File: src/rtl/core/cdfis_pkg.sv
// Shared types, widths and constants of the CDF inverse size sampler.
// No dependencies; every other file of the block but cdfis_ram imports this package.
package cdfis_pkg;

    localparam int SIZE_W    = 32;
    localparam int CDF_W     = 17;
    localparam int INDEX_W   = 5;
    localparam int COUNT_W   = 6;
    localparam int ENTRY_W   = SIZE_W + CDF_W;
    localparam int DATA_W    = 32;
    localparam int ADDR_W    = 3;
    localparam int REG_IDX_W = ADDR_W - 2;

    localparam int DEFAULT_TABLE_DEPTH = 32;
    localparam int PERCENT_FRAC_BITS   = 10;

    // 100 percent in table units
    localparam logic [CDF_W-1:0] FULL_SCALE = CDF_W'(100 << PERCENT_FRAC_BITS);

    localparam logic ACTION_LOAD   = 1'b0;
    localparam logic ACTION_SAMPLE = 1'b1;

    localparam logic [REG_IDX_W-1:0] REG_POINT_COUNT = REG_IDX_W'(0);

    typedef struct packed {
        logic [CDF_W-1:0]  u;
        logic [CDF_W-1:0]  c0;
        logic [CDF_W-1:0]  c1;
        logic [SIZE_W-1:0] s0;
        logic [SIZE_W-1:0] s1;
    } interp_req_t;

    typedef struct packed {
        logic              done;
        logic [SIZE_W-1:0] size;
    } interp_rsp_t;

    function automatic logic [SIZE_W-1:0] at_least_one(input logic [SIZE_W-1:0] v);
        return (v == '0) ? SIZE_W'(1) : v;
    endfunction

endpackage

File: src/rtl/core/cdfis_ram.sv
// Generic single-port RAM with registered read data.
// Standalone; no package dependency.
module cdfis_ram #(
    parameter int WIDTH = 32,
    parameter int DEPTH = 32
) (
    input  logic                     clk,
    input  logic                     we,
    input  logic [$clog2(DEPTH)-1:0] addr,
    input  logic [WIDTH-1:0]         wdata,
    output logic [WIDTH-1:0]         rdata
);

    logic [WIDTH-1:0] mem [DEPTH];

    always_ff @(posedge clk)
    begin
        if (we)
        begin
            mem[addr] <= wdata;
        end
        rdata <= mem[addr];
    end

endmodule

File: src/rtl/core/cdfis_interp.sv
// Shared multiply / divide unit: linear interpolation with round half up.
// One multiplier used twice, then a radix-4 restoring divider; uses cdfis_pkg.
module cdfis_interp (
    input  logic                  clk,
    input  logic                  rst_n,
    input  logic                  req_valid,
    input  cdfis_pkg::interp_req_t req,
    output cdfis_pkg::interp_rsp_t rsp
);
    import cdfis_pkg::*;

    localparam int P_W    = SIZE_W + CDF_W + 2;
    localparam int N_W    = P_W + 1;
    localparam int Q_W    = SIZE_W + 2;
    localparam int REM_W  = CDF_W + 1;
    localparam int STEPS  = Q_W / 2;
    localparam int STEP_W = $clog2(STEPS + 1);

    localparam logic [2:0] A_IDLE = 3'd0;
    localparam logic [2:0] A_MUL0 = 3'd1;
    localparam logic [2:0] A_MUL1 = 3'd2;
    localparam logic [2:0] A_SUM  = 3'd3;
    localparam logic [2:0] A_CHK  = 3'd4;
    localparam logic [2:0] A_DIV  = 3'd5;
    localparam logic [2:0] A_OUT  = 3'd6;

    logic [2:0]               state_reg;
    logic [CDF_W-1:0]         den_reg;
    logic [CDF_W-1:0]         off_reg;
    logic [SIZE_W-1:0]        s0_reg;
    logic signed [SIZE_W:0]   diff_reg;
    logic signed [P_W-1:0]    prod_reg;
    logic signed [N_W-1:0]    acc_reg;
    logic [REM_W-1:0]         rem_reg;
    logic [Q_W-1:0]           quo_reg;
    logic [STEP_W-1:0]        step_reg;

    logic signed [SIZE_W:0]   mul_a;
    logic signed [CDF_W:0]    mul_b;
    logic signed [P_W-1:0]    product;
    logic signed [N_W-1:0]    prod_dbl;
    logic signed [N_W-1:0]    den_ext;
    logic [REM_W-1:0]         dvs;
    logic [REM_W:0]           rem_w;
    logic [REM_W-1:0]         rem_next;
    logic [Q_W-1:0]           quo_next;

    // operand select for the one multiplier: s0*den first, then diff*off
    assign mul_a    = (state_reg == A_MUL0) ? $signed({1'b0, s0_reg}) : diff_reg;
    assign mul_b    = (state_reg == A_MUL0) ? $signed({1'b0, den_reg}) : $signed({1'b0, off_reg});
    assign product  = mul_a * mul_b;
    assign prod_dbl = $signed({prod_reg, 1'b0});
    assign den_ext  = $signed({{(N_W-CDF_W){1'b0}}, den_reg});
    assign dvs      = {den_reg, 1'b0};

    // two quotient bits per cycle
    always_comb
    begin
        rem_next = rem_reg;
        quo_next = quo_reg;
        rem_w    = '0;
        for (int k = 0; k < 2; k++)
        begin
            rem_w    = {rem_next, quo_next[Q_W-1]};
            quo_next = {quo_next[Q_W-2:0], 1'b0};
            if (rem_w >= {1'b0, dvs})
            begin
                rem_w       = rem_w - {1'b0, dvs};
                quo_next[0] = 1'b1;
            end
            rem_next = rem_w[REM_W-1:0];
        end
    end

    always_ff @(posedge clk or negedge rst_n)
    begin
        if (!rst_n)
        begin
            state_reg <= A_IDLE;
            step_reg  <= '0;
        end
        else
        begin
            case (state_reg)
                A_IDLE:
                begin
                    if (req_valid)
                    begin
                        state_reg <= A_MUL0;
                    end
                end
                A_MUL0:
                begin
                    state_reg <= A_MUL1;
                end
                A_MUL1:
                begin
                    state_reg <= A_SUM;
                end
                A_SUM:
                begin
                    state_reg <= A_CHK;
                end
                A_CHK:
                begin
                    step_reg  <= '0;
                    state_reg <= (acc_reg <= 0) ? A_OUT : A_DIV;
                end
                A_DIV:
                begin
                    step_reg <= step_reg + STEP_W'(1);
                    if (step_reg == STEP_W'(STEPS - 1))
                    begin
                        state_reg <= A_OUT;
                    end
                end
                A_OUT:
                begin
                    state_reg <= A_IDLE;
                end
                default:
                begin
                    state_reg <= A_IDLE;
                end
            endcase
        end
    end

    always_ff @(posedge clk)
    begin
        case (state_reg)
            A_IDLE:
            begin
                den_reg  <= req.c1 - req.c0;
                off_reg  <= req.u - req.c0;
                s0_reg   <= req.s0;
                diff_reg <= $signed({1'b0, req.s1}) - $signed({1'b0, req.s0});
            end
            A_MUL0:
            begin
                prod_reg <= product;
            end
            A_MUL1:
            begin
                prod_reg <= product;
                acc_reg  <= prod_dbl + den_ext;
            end
            A_SUM:
            begin
                acc_reg <= acc_reg + prod_dbl;
            end
            A_CHK:
            begin
                // quotient stays below 2^Q_W, so the top part is already below the divisor
                rem_reg <= REM_W'(acc_reg[N_W-2:Q_W]);
                quo_reg <= (acc_reg <= 0) ? Q_W'(1) : acc_reg[Q_W-1:0];
            end
            A_DIV:
            begin
                rem_reg <= rem_next;
                quo_reg <= quo_next;
            end
            default:
            begin
            end
        endcase
    end

    assign rsp.done = (state_reg == A_OUT);
    assign rsp.size = (quo_reg[Q_W-1:SIZE_W] != '0) ? '1 : at_least_one(quo_reg[SIZE_W-1:0]);

endmodule

File: src/rtl/core/cdfis_seq.sv
// Sequencer: table writes, linear search one entry per cycle, result register.
// Drives the table RAM and the shared interpolation unit; uses cdfis_pkg.
module cdfis_seq #(
    parameter int TABLE_DEPTH = cdfis_pkg::DEFAULT_TABLE_DEPTH
) (
    input  logic                             clk,
    input  logic                             rst_n,
    input  logic                             start,
    output logic                             busy,
    input  logic                             action,
    input  logic [cdfis_pkg::INDEX_W-1:0]    entry_index,
    input  logic [cdfis_pkg::SIZE_W-1:0]     entry_size,
    input  logic [cdfis_pkg::CDF_W-1:0]      entry_cdf,
    input  logic [cdfis_pkg::CDF_W-1:0]      sample_point,
    input  logic [cdfis_pkg::COUNT_W-1:0]    point_count,
    output logic                             ram_we,
    output logic [$clog2(TABLE_DEPTH)-1:0]   ram_addr,
    output logic [cdfis_pkg::ENTRY_W-1:0]    ram_wdata,
    input  logic [cdfis_pkg::ENTRY_W-1:0]    ram_rdata,
    output logic                             req_valid,
    output cdfis_pkg::interp_req_t           req,
    input  cdfis_pkg::interp_rsp_t           rsp,
    output logic                             done,
    output logic [cdfis_pkg::SIZE_W-1:0]     sample_size,
    output logic                             below_first,
    output logic                             beyond_last,
    output logic                             table_empty
);
    import cdfis_pkg::*;

    localparam int IDX_W = $clog2(TABLE_DEPTH);
    localparam int CNT_W = $clog2(TABLE_DEPTH + 1);

    localparam logic [1:0] ST_IDLE   = 2'd0;
    localparam logic [1:0] ST_SCAN   = 2'd1;
    localparam logic [1:0] ST_INTERP = 2'd2;

    logic [1:0]        state_reg;
    logic [CNT_W-1:0]  i_reg;
    logic [CNT_W-1:0]  cnt_reg;
    logic [CDF_W-1:0]  u_reg;
    logic [SIZE_W-1:0] prev_size_reg;
    logic [CDF_W-1:0]  prev_cdf_reg;
    logic              done_reg;
    logic [SIZE_W-1:0] size_reg;
    logic              below_reg;
    logic              beyond_reg;
    logic              empty_reg;

    logic              accept;
    logic              load_ok;
    logic [CDF_W-1:0]  cdf_sat;
    logic [CNT_W-1:0]  cnt_clamp;
    logic [SIZE_W-1:0] rd_size;
    logic [CDF_W-1:0]  rd_cdf;
    logic [CNT_W-1:0]  i_inc;
    logic              u_above;

    assign busy      = (state_reg != ST_IDLE);
    assign accept    = start && !busy;
    assign load_ok   = accept && (action == ACTION_LOAD) && (32'(entry_index) < TABLE_DEPTH);
    assign cdf_sat   = (entry_cdf > FULL_SCALE) ? FULL_SCALE : entry_cdf;
    assign cnt_clamp = (32'(point_count) > TABLE_DEPTH) ? CNT_W'(TABLE_DEPTH)
                                                         : CNT_W'(point_count);
    assign rd_size   = ram_rdata[ENTRY_W-1:CDF_W];
    assign rd_cdf    = ram_rdata[CDF_W-1:0];
    assign i_inc     = i_reg + CNT_W'(1);
    assign u_above   = (u_reg > rd_cdf);

    assign ram_we    = load_ok;
    assign ram_wdata = {entry_size, cdf_sat};

    // prefetch the next entry while scanning; entry 0 on a sample beat
    always_comb
    begin
        if (state_reg == ST_SCAN)
        begin
            ram_addr = i_inc[IDX_W-1:0];
        end
        else if (accept && (action == ACTION_LOAD))
        begin
            ram_addr = IDX_W'(entry_index);
        end
        else
        begin
            ram_addr = '0;
        end
    end

    assign req_valid = (state_reg == ST_SCAN) && !u_above && (i_reg != '0);
    assign req.u     = u_reg;
    assign req.c0    = prev_cdf_reg;
    assign req.c1    = rd_cdf;
    assign req.s0    = prev_size_reg;
    assign req.s1    = rd_size;

    always_ff @(posedge clk or negedge rst_n)
    begin
        if (!rst_n)
        begin
            state_reg <= ST_IDLE;
            done_reg  <= 1'b0;
            i_reg     <= '0;
            cnt_reg   <= '0;
        end
        else
        begin
            done_reg <= 1'b0;
            case (state_reg)
                ST_IDLE:
                begin
                    if (accept && (action == ACTION_SAMPLE))
                    begin
                        i_reg   <= '0;
                        cnt_reg <= cnt_clamp;
                        if (cnt_clamp == '0)
                        begin
                            done_reg <= 1'b1;
                        end
                        else
                        begin
                            state_reg <= ST_SCAN;
                        end
                    end
                end
                ST_SCAN:
                begin
                    if (u_above)
                    begin
                        if (i_inc >= cnt_reg)
                        begin
                            done_reg  <= 1'b1;
                            state_reg <= ST_IDLE;
                        end
                        else
                        begin
                            i_reg <= i_inc;
                        end
                    end
                    else if (i_reg == '0)
                    begin
                        done_reg  <= 1'b1;
                        state_reg <= ST_IDLE;
                    end
                    else
                    begin
                        state_reg <= ST_INTERP;
                    end
                end
                ST_INTERP:
                begin
                    if (rsp.done)
                    begin
                        done_reg  <= 1'b1;
                        state_reg <= ST_IDLE;
                    end
                end
                default:
                begin
                    state_reg <= ST_IDLE;
                end
            endcase
        end
    end

    always_ff @(posedge clk)
    begin
        case (state_reg)
            ST_IDLE:
            begin
                if (accept && (action == ACTION_SAMPLE))
                begin
                    u_reg      <= sample_point;
                    size_reg   <= SIZE_W'(1);
                    below_reg  <= 1'b0;
                    beyond_reg <= 1'b0;
                    empty_reg  <= 1'b1;
                end
            end
            ST_SCAN:
            begin
                prev_size_reg <= rd_size;
                prev_cdf_reg  <= rd_cdf;
                size_reg      <= at_least_one(rd_size);
                below_reg     <= !u_above && (i_reg == '0);
                beyond_reg    <= u_above;
                empty_reg     <= 1'b0;
            end
            ST_INTERP:
            begin
                size_reg   <= rsp.size;
                below_reg  <= 1'b0;
                beyond_reg <= 1'b0;
            end
            default:
            begin
            end
        endcase
    end

    assign done        = done_reg;
    assign sample_size = size_reg;
    assign below_first = below_reg;
    assign beyond_last = beyond_reg;
    assign table_empty = empty_reg;

    a_flags_exclusive: assert property (@(posedge clk) disable iff (!rst_n)
        done_reg |-> $onehot0({below_reg, beyond_reg, empty_reg}))
        else $error("more than one case flag set on a result beat");

    a_size_nonzero: assert property (@(posedge clk) disable iff (!rst_n)
        done_reg |-> (size_reg != '0))
        else $error("result size is zero");

    a_scan_in_range: assert property (@(posedge clk) disable iff (!rst_n)
        (state_reg == ST_SCAN) |-> (i_reg < cnt_reg))
        else $error("search index ran past the point count");

    a_rsp_only_interp: assert property (@(posedge clk) disable iff (!rst_n)
        rsp.done |-> (state_reg == ST_INTERP))
        else $error("interpolation result with no request pending");

    a_req_to_interp: assert property (@(posedge clk) disable iff (!rst_n)
        req_valid |=> (state_reg == ST_INTERP) && !done_reg)
        else $error("interpolation request did not hand over to the wait state");

endmodule

File: src/rtl/core/cdf_inverse_size_sampler.sv
// Top level of the CDF inverse size sampler: config register, table RAM,
// sequencer and shared interpolation unit. Uses cdfis_pkg, cdfis_ram,
// cdfis_seq and cdfis_interp.
//
//  channel   direction  handshake                     payload
//  -------   ---------  ----------------------------  ------------------------------------
//  command   in         start && !busy                action, entry_index, entry_size,
//                                                     entry_cdf, sample_point
//  result    out        done (one cycle, no stall)    sample_size, below_first,
//                                                     beyond_last, table_empty
//  config    in/out     APB, psel&penable&pwrite      point_count at byte address 0
//
// A load beat writes its table entry; busy stays low and the next beat may follow at once.
// A sample beat on an empty table gives its result in the next cycle, busy stays low.
// Otherwise the search reads one table entry per cycle from the RAM port until the
// answer is entry k's size, or it interpolates between entries k-1 and k (two
// passes through the multiplier, then the divider).
// Reset clears the point count and the control state; the table is not cleared.
// The receiver cannot stall: done marks a result for exactly one cycle.
module cdf_inverse_size_sampler #(
    parameter int TABLE_DEPTH = cdfis_pkg::DEFAULT_TABLE_DEPTH
) (
    input  logic                          clk,
    input  logic                          rst_n,
    input  logic                          psel,
    input  logic                          penable,
    input  logic                          pwrite,
    input  logic [cdfis_pkg::ADDR_W-1:0]  paddr,
    input  logic [cdfis_pkg::DATA_W-1:0]  pwdata,
    output logic [cdfis_pkg::DATA_W-1:0]  prdata,
    output logic                          pready,
    input  logic                          start,
    output logic                          busy,
    input  logic                          action,
    input  logic [cdfis_pkg::INDEX_W-1:0] entry_index,
    input  logic [cdfis_pkg::SIZE_W-1:0]  entry_size,
    input  logic [cdfis_pkg::CDF_W-1:0]   entry_cdf,
    input  logic [cdfis_pkg::CDF_W-1:0]   sample_point,
    output logic                          done,
    output logic [cdfis_pkg::SIZE_W-1:0]  sample_size,
    output logic                          below_first,
    output logic                          beyond_last,
    output logic                          table_empty
);
    import cdfis_pkg::*;

    localparam int IDX_W = $clog2(TABLE_DEPTH);

    logic [COUNT_W-1:0]   point_count_reg;
    logic                 cfg_write;
    logic                 count_sel;

    logic                 ram_we;
    logic [IDX_W-1:0]     ram_addr;
    logic [ENTRY_W-1:0]   ram_wdata;
    logic [ENTRY_W-1:0]   ram_rdata;
    logic                 req_valid;
    interp_req_t          req;
    interp_rsp_t          rsp;

    assign pready    = 1'b1;
    assign cfg_write = psel && penable && pwrite && pready;
    assign count_sel = (paddr[ADDR_W-1:2] == REG_POINT_COUNT);
    assign prdata    = count_sel ? DATA_W'(point_count_reg) : '0;

    always_ff @(posedge clk or negedge rst_n)
    begin
        if (!rst_n)
        begin
            point_count_reg <= '0;
        end
        else if (cfg_write && count_sel)
        begin
            point_count_reg <= pwdata[COUNT_W-1:0];
        end
    end

    cdfis_ram #(
        .WIDTH (ENTRY_W),
        .DEPTH (TABLE_DEPTH)
    ) u_table (
        .clk   (clk),
        .we    (ram_we),
        .addr  (ram_addr),
        .wdata (ram_wdata),
        .rdata (ram_rdata)
    );

    cdfis_seq #(
        .TABLE_DEPTH (TABLE_DEPTH)
    ) u_seq (
        .clk          (clk),
        .rst_n        (rst_n),
        .start        (start),
        .busy         (busy),
        .action       (action),
        .entry_index  (entry_index),
        .entry_size   (entry_size),
        .entry_cdf    (entry_cdf),
        .sample_point (sample_point),
        .point_count  (point_count_reg),
        .ram_we       (ram_we),
        .ram_addr     (ram_addr),
        .ram_wdata    (ram_wdata),
        .ram_rdata    (ram_rdata),
        .req_valid    (req_valid),
        .req          (req),
        .rsp          (rsp),
        .done         (done),
        .sample_size  (sample_size),
        .below_first  (below_first),
        .beyond_last  (beyond_last),
        .table_empty  (table_empty)
    );

    cdfis_interp u_interp (
        .clk       (clk),
        .rst_n     (rst_n),
        .req_valid (req_valid),
        .req       (req),
        .rsp       (rsp)
    );

endmodule
File: config.mk
export PLATFORM = sky130hd
export DESIGN_NAME = cdf_inverse_size_sampler
export DESIGN_NICKNAME = d
export VERILOG_FILES = /design/src/rtl/core/cdfis_pkg.sv /design/src/rtl/core/cdfis_ram.sv /design/src/rtl/core/cdfis_interp.sv /design/src/rtl/core/cdfis_seq.sv /design/src/rtl/core/cdf_inverse_size_sampler.sv
export SDC_FILE = /design/constraint.sdc
export NUM_CORES = 2
export LEC_CHECK = 0
export BUFFER_PORTS_ARGS = -buffer_cell sky130_fd_sc_hd__buf_4
export CAP_MARGIN = 20
export CORE_UTILIZATION = 46
export DETAILED_ROUTE_END_ITERATION = 10
export HOLD_SLACK_MARGIN = 0.15
export PLACE_DENSITY = 0.65
export REMOVE_ABC_BUFFERS = 1
export SYNTH_ARGS = -nofsm -noshare
export SYNTH_HDL_FRONTEND = slang
export SYNTH_SLANG_ARGS = --single-unit
File: constraint.sdc
create_clock -name clk -period 16.7 [get_ports clk]
set_clock_uncertainty 0.05 [all_clocks]
set_input_delay 1.67 -clock clk [delete_from_list [all_inputs] [get_ports clk]]
set_output_delay 1.67 -clock clk [all_outputs]
set_load 0.05 [all_outputs]
==> report_table.html <==
<table>
<tr><th>Metric</th><th>Value</th></tr>
<tr><th colspan="2">Run status</th></tr>
<tr><td>Result of the run</td><td>completed</td></tr>
<tr><th colspan="2">Clock network</th></tr>
<tr><td>Hold buffer count at CTS</td><td>0</td></tr>
<tr><td>TritonCTS buffer count</td><td>around 200</td></tr>
<tr><td>PostCTS Resize Cnt</td><td>0</td></tr>
<tr><td>CTS clock-pin slew for the worst setup and hold paths</td><td>0.07 ns</td></tr>
<tr><td>Clock Tree Buf Depth</td><td>3</td></tr>
<tr><td>Clock Latency Late Sink</td><td>0.89 ns</td></tr>
<tr><td>Root buf cell</td><td>clkbuf_16</td></tr>
<tr><td>Number of levels in the clock H-tree</td><td>4</td></tr>
<tr><td>Number of setup buffers added after CTS</td><td>0</td></tr>
<tr><td>Clock tree from TritonCTS</td><td>done</td></tr>
<tr><td>Sink Count</td><td>2001</td></tr>
<tr><th colspan="2">Synthesis</th></tr>
<tr><td>Proportion of synthesized area in mux cells</td><td>10.0%</td></tr>
<tr><td>Distinct cells, synth</td><td>84</td></tr>
<tr><td>Top-count cell post-synth</td><td>edfxtp_1</td></tr>
<tr><td>Simple-Gate Fraction of Synth Area</td><td>5.96%</td></tr>
<tr><td>Top cell type by total area after synthesis</td><td>edfxtp_1</td></tr>
<tr><td>Top cells by instance count after synthesis</td><td>edfxtp_1, inv_1, nand2_1</td></tr>
<tr><td>Avg Inst Size Synth</td><td>15.0 um2</td></tr>
<tr><td>Number of flops mapped to enable cells by yosys</td><td>~1900</td></tr>
<tr><td>Largest family of logic cells by synthesized area</td><td>adder cells</td></tr>
<tr><td>Synthesized flop and latch total</td><td>about 2000</td></tr>
<tr><td>Async S/R FF share, synth</td><td>under 10%</td></tr>
<tr><td>Adder-Cell Fraction of Synth Area</td><td>between 10 and 15%</td></tr>
<tr><td>Number of warnings reported in the yosys synthesis log</td><td>0</td></tr>
<tr><td>Post-synthesis xor/xnor area fraction</td><td>1.52%</td></tr>
<tr><td>Prevailing post-synth register cell</td><td>edfxtp_1</td></tr>
<tr><td>Top cells by area in the synthesized netlist</td><td>edfxtp_1, fa_1, mux4_2, ha_1, inv_1</td></tr>
<tr><td>Sequential area share after synthesis</td><td>58.5%</td></tr>
<tr><td>Synth Instances</td><td>about 6800</td></tr>
<tr><td>Complex-gate fraction of the synthesized area</td><td>under 10%</td></tr>
<tr><td>Cell Area, Synth</td><td>102000 um2</td></tr>
<tr><td>Fraction of synthesized cell area taken by the top area cell type</td><td>56.8%</td></tr>
<tr><th colspan="2">Placed design</th></tr>
<tr><td>Global placer's final weighted congestion</td><td>approximately 0.96</td></tr>
<tr><td>HPWL after detailed placement</td><td>173000 um</td></tr>
<tr><td>Number of port buffers</td><td>127</td></tr>
<tr><th colspan="2">Global route</th></tr>
<tr><td>Maximum number of pins on one net before global-route repair</td><td>109</td></tr>
<tr><td>Vias in the first global route</td><td>60800</td></tr>
<tr><td>Gr ovfl total</td><td>0</td></tr>
<tr><td>Global-route wire length before repair</td><td>around 400000 um</td></tr>
<tr><td>Overall Global Routing Usage</td><td>24.1%</td></tr>
<tr><td>Initial antenna violation count</td><td>29</td></tr>
<tr><th colspan="2">STA</th></tr>
<tr><td>Final setup violating endpoints</td><td>0</td></tr>
<tr><td>Unrepaired setup endpoints after global routing</td><td>no</td></tr>
<tr><td>Final worst path period share</td><td>between 50 and 60%</td></tr>
<tr><td>Final setup TNS</td><td>0 ns</td></tr>
<tr><td>Max Slew Vio Count</td><td>0</td></tr>
<tr><td>Relative slew slack</td><td>22.6%</td></tr>
<tr><td>Final hold violation count</td><td>0</td></tr>
<tr><td>Peak clock frequency supported by timing</td><td>106 MHz</td></tr>
<tr><td>Final critical delay including setup and external delays</td><td>9.41 ns</td></tr>
<tr><td>Tightest Pin Transition</td><td>1.13 ns</td></tr>
<tr><th colspan="2">Finish</th></tr>
<tr><td>Area added between synthesis and finish</td><td>11.6%</td></tr>
<tr><td>Fraction of final layout cells sized beyond drive strength 1</td><td>15.6%</td></tr>
<tr><td>Total area of sequential cells</td><td>59500 um2</td></tr>
<tr><td>Total area of multi-input combinational cells</td><td>38800 um2</td></tr>
<tr><td>Count of nets after finishing</td><td>around 8000</td></tr>
<tr><td>Filler cell count</td><td>18100</td></tr>
<tr><td>Number of flip-flops in the largest register</td><td>1568</td></tr>
<tr><th colspan="2">Route</th></tr>
<tr><td>DR vias/cell</td><td>5.84</td></tr>
<tr><td>Number of iterations in the first detailed-routing pass</td><td>5</td></tr>
<tr><td>Via count</td><td>59100</td></tr>
<tr><td>Detailed Route WL</td><td>268000 um</td></tr>
<tr><td>Final routed DRC violation total</td><td>0</td></tr>
<tr><td>WL per Instance</td><td>between 20 and 30 um</td></tr>
<tr><td>DRT iter0 DRCs</td><td>~5600</td></tr>
<tr><td>Antenna-violating nets left</td><td>0</td></tr>
<tr><th colspan="2">Critical path</th></tr>
<tr><td>Crit Reg-Reg Endpoint</td><td>u_interp.prod_reg[48]$_DFFE_PP_</td></tr>
<tr><td>Crit path arrival time</td><td>10.00 ns</td></tr>
<tr><td>Crit path launch type</td><td>flip-flop</td></tr>
<tr><td>Crit Path Max Fanout</td><td>90</td></tr>
<tr><td>Required @ worst endpoint</td><td>~17 ns</td></tr>
<tr><td>Crit Path Class</td><td>reg -&gt; reg</td></tr>
<tr><td>Launch instance of the worst register-to-register path</td><td>u_interp.state_reg[0]$_DFFE_PN0P_</td></tr>
<tr><td>Flop-to-flop setup slack</td><td>7.29 ns</td></tr>
<tr><td>Critical path launch point</td><td>u_interp.state_reg[0]$_DFFE_PN0P_</td></tr>
<tr><td>Crit end category</td><td>flip-flop</td></tr>
<tr><td>Depth of the worst register-to-register path</td><td>25</td></tr>
<tr><th colspan="2">Min path</th></tr>
<tr><td>Hold-critical path endpoint</td><td>u_interp.s0_reg[22]$_DFFE_PN_</td></tr>
<tr><td>Path type of the worst min-delay path</td><td>reg -&gt; reg</td></tr>
<tr><td>Launch instance of the worst min-delay path</td><td>u_seq.prev_size_reg[22]$_DFFE_PP_</td></tr>
<tr><td>Number of cells on the worst hold path</td><td>0</td></tr>
<tr><th colspan="2">Flow run</th></tr>
<tr><td>Count of maximum capacitance violations</td><td>0</td></tr>
<tr><th colspan="2">Floorplanning</th></tr>
<tr><td>Core area</td><td>220000 um2</td></tr>
<tr><td>Initial Utilization</td><td>between 40% and 50%</td></tr>
<tr><td>Count of boundary I/O pins</td><td>183</td></tr>
<tr><td>Die ar.</td><td>223000 um2</td></tr>
<tr><td>Width of the die</td><td>472 um</td></tr>
<tr><td>Cell Rows</td><td>172</td></tr>
<tr><td>Die H</td><td>472 um</td></tr>
</table>
[final cells by class]
type,count,share of cell area (%)
diodes,5,0.0110
clock buffers,247,4.68
clock inverters,133,1.15
inverters,722,2.39
multi-input cells,3778,34.2
flip-flops and latches,2001,52.4
well taps,2958,3.26
repair buffers,262,1.89
[cell families after synthesis]
group,count (synthesis)
AOI/OAI and AO/OA,874
other,2
muxes,522
buffers and inverters,1019
xor gates and xnor gates,176
adders and majority gates,842
and+or+nand+nor,1337
DFF,2001
[per-stage QoR]
step           hold slack [ns]  utilization, %  worst slack (ns)  instance area, um2  cells
6_report                 0.338            51.6              7.29              113000  10100
3_3_place_gp             0.383            48.5              7.00              107000   9712
2_1_floorplan            0.376               -            -28.67              101000   6501
5_1_grt                  0.375            51.6              7.01              113000  10100
4_1_cts                  0.347            51.6              7.36              113000  10100
3_5_place_dp             0.384            48.6              7.38              107000   9715
[cells in the final DEF, fill, tap and decap left out, types with 49 or more instances in the layout]
cell type,synthesis,layout
a21o_1,83,83
a21oi_1,147,145
a22oi_1,200,200
and3_1,62,62
buf_4,28,249
clkbuf_16,0,203
dfxtp_1,49,49
edfxtp_1,1923,1923
fa_1,542,542
ha_1,300,299
inv_1,721,720
mux2_2,68,68
mux2i_1,62,54
mux4_2,392,392
nand2_1,558,557
nand3_1,63,63
nand4_1,75,75
nor2_1,338,299
o21ai_0,187,187
xnor2_1,120,120
xor2_1,56,56
[layer usage]
layer  vias up  share of wire, %  GRT usage, %
li1      25300                 -             -
met1     30700                39          30.7
met2      2461                50          40.9
met3       599               7.6          4.46
met4        22               4.1          9.45
met5         -             0.054             0
[worst max path at each step]
stage	end	slack [ns]	cells past startpoint
after global routing	u_interp.prod_reg[47]$_DFFE_PP_	7.01	27
after floorplan	u_table.mem[24][0]$_DFFE_PP_	-28.67	6
after global placement	u_interp.prod_reg[49]$_DFFE_PP_	7.00	24
after CTS	u_interp.prod_reg[48]$_DFFE_PP_	7.36	25
final	u_interp.prod_reg[48]$_DFFE_PP_	7.29	25
after detailed placement	u_interp.prod_reg[48]$_DFFE_PP_	7.38	25
[critical path: stages, from the launching register on]
cell and delay [ns]:
dfrtp_1 0.32, buf_4 0.39, inv_1 0.22, nor3_2 0.22, buf_12 0.42, mux2i_1 1.00, nor2_1 0.14, fa_1 0.56
inv_1 0.05, fa_1 0.46, fa_1 0.51, fa_1 0.56, inv_1 0.05, fa_1 0.51, fa_1 0.42, ha_1 0.36
a21o_1 0.18, a21o_1 0.17, a21oi_1 0.12, o21ai_0 0.26, a211o_1 0.47, a21oi_1 0.46, o21ai_1 0.27, o31a_1 0.37
or4_1 0.42, nand4_1 0.09
Power is not shown: default switching activity piles up to over one toggle a cycle in this logic, so the estimate is an artifact.
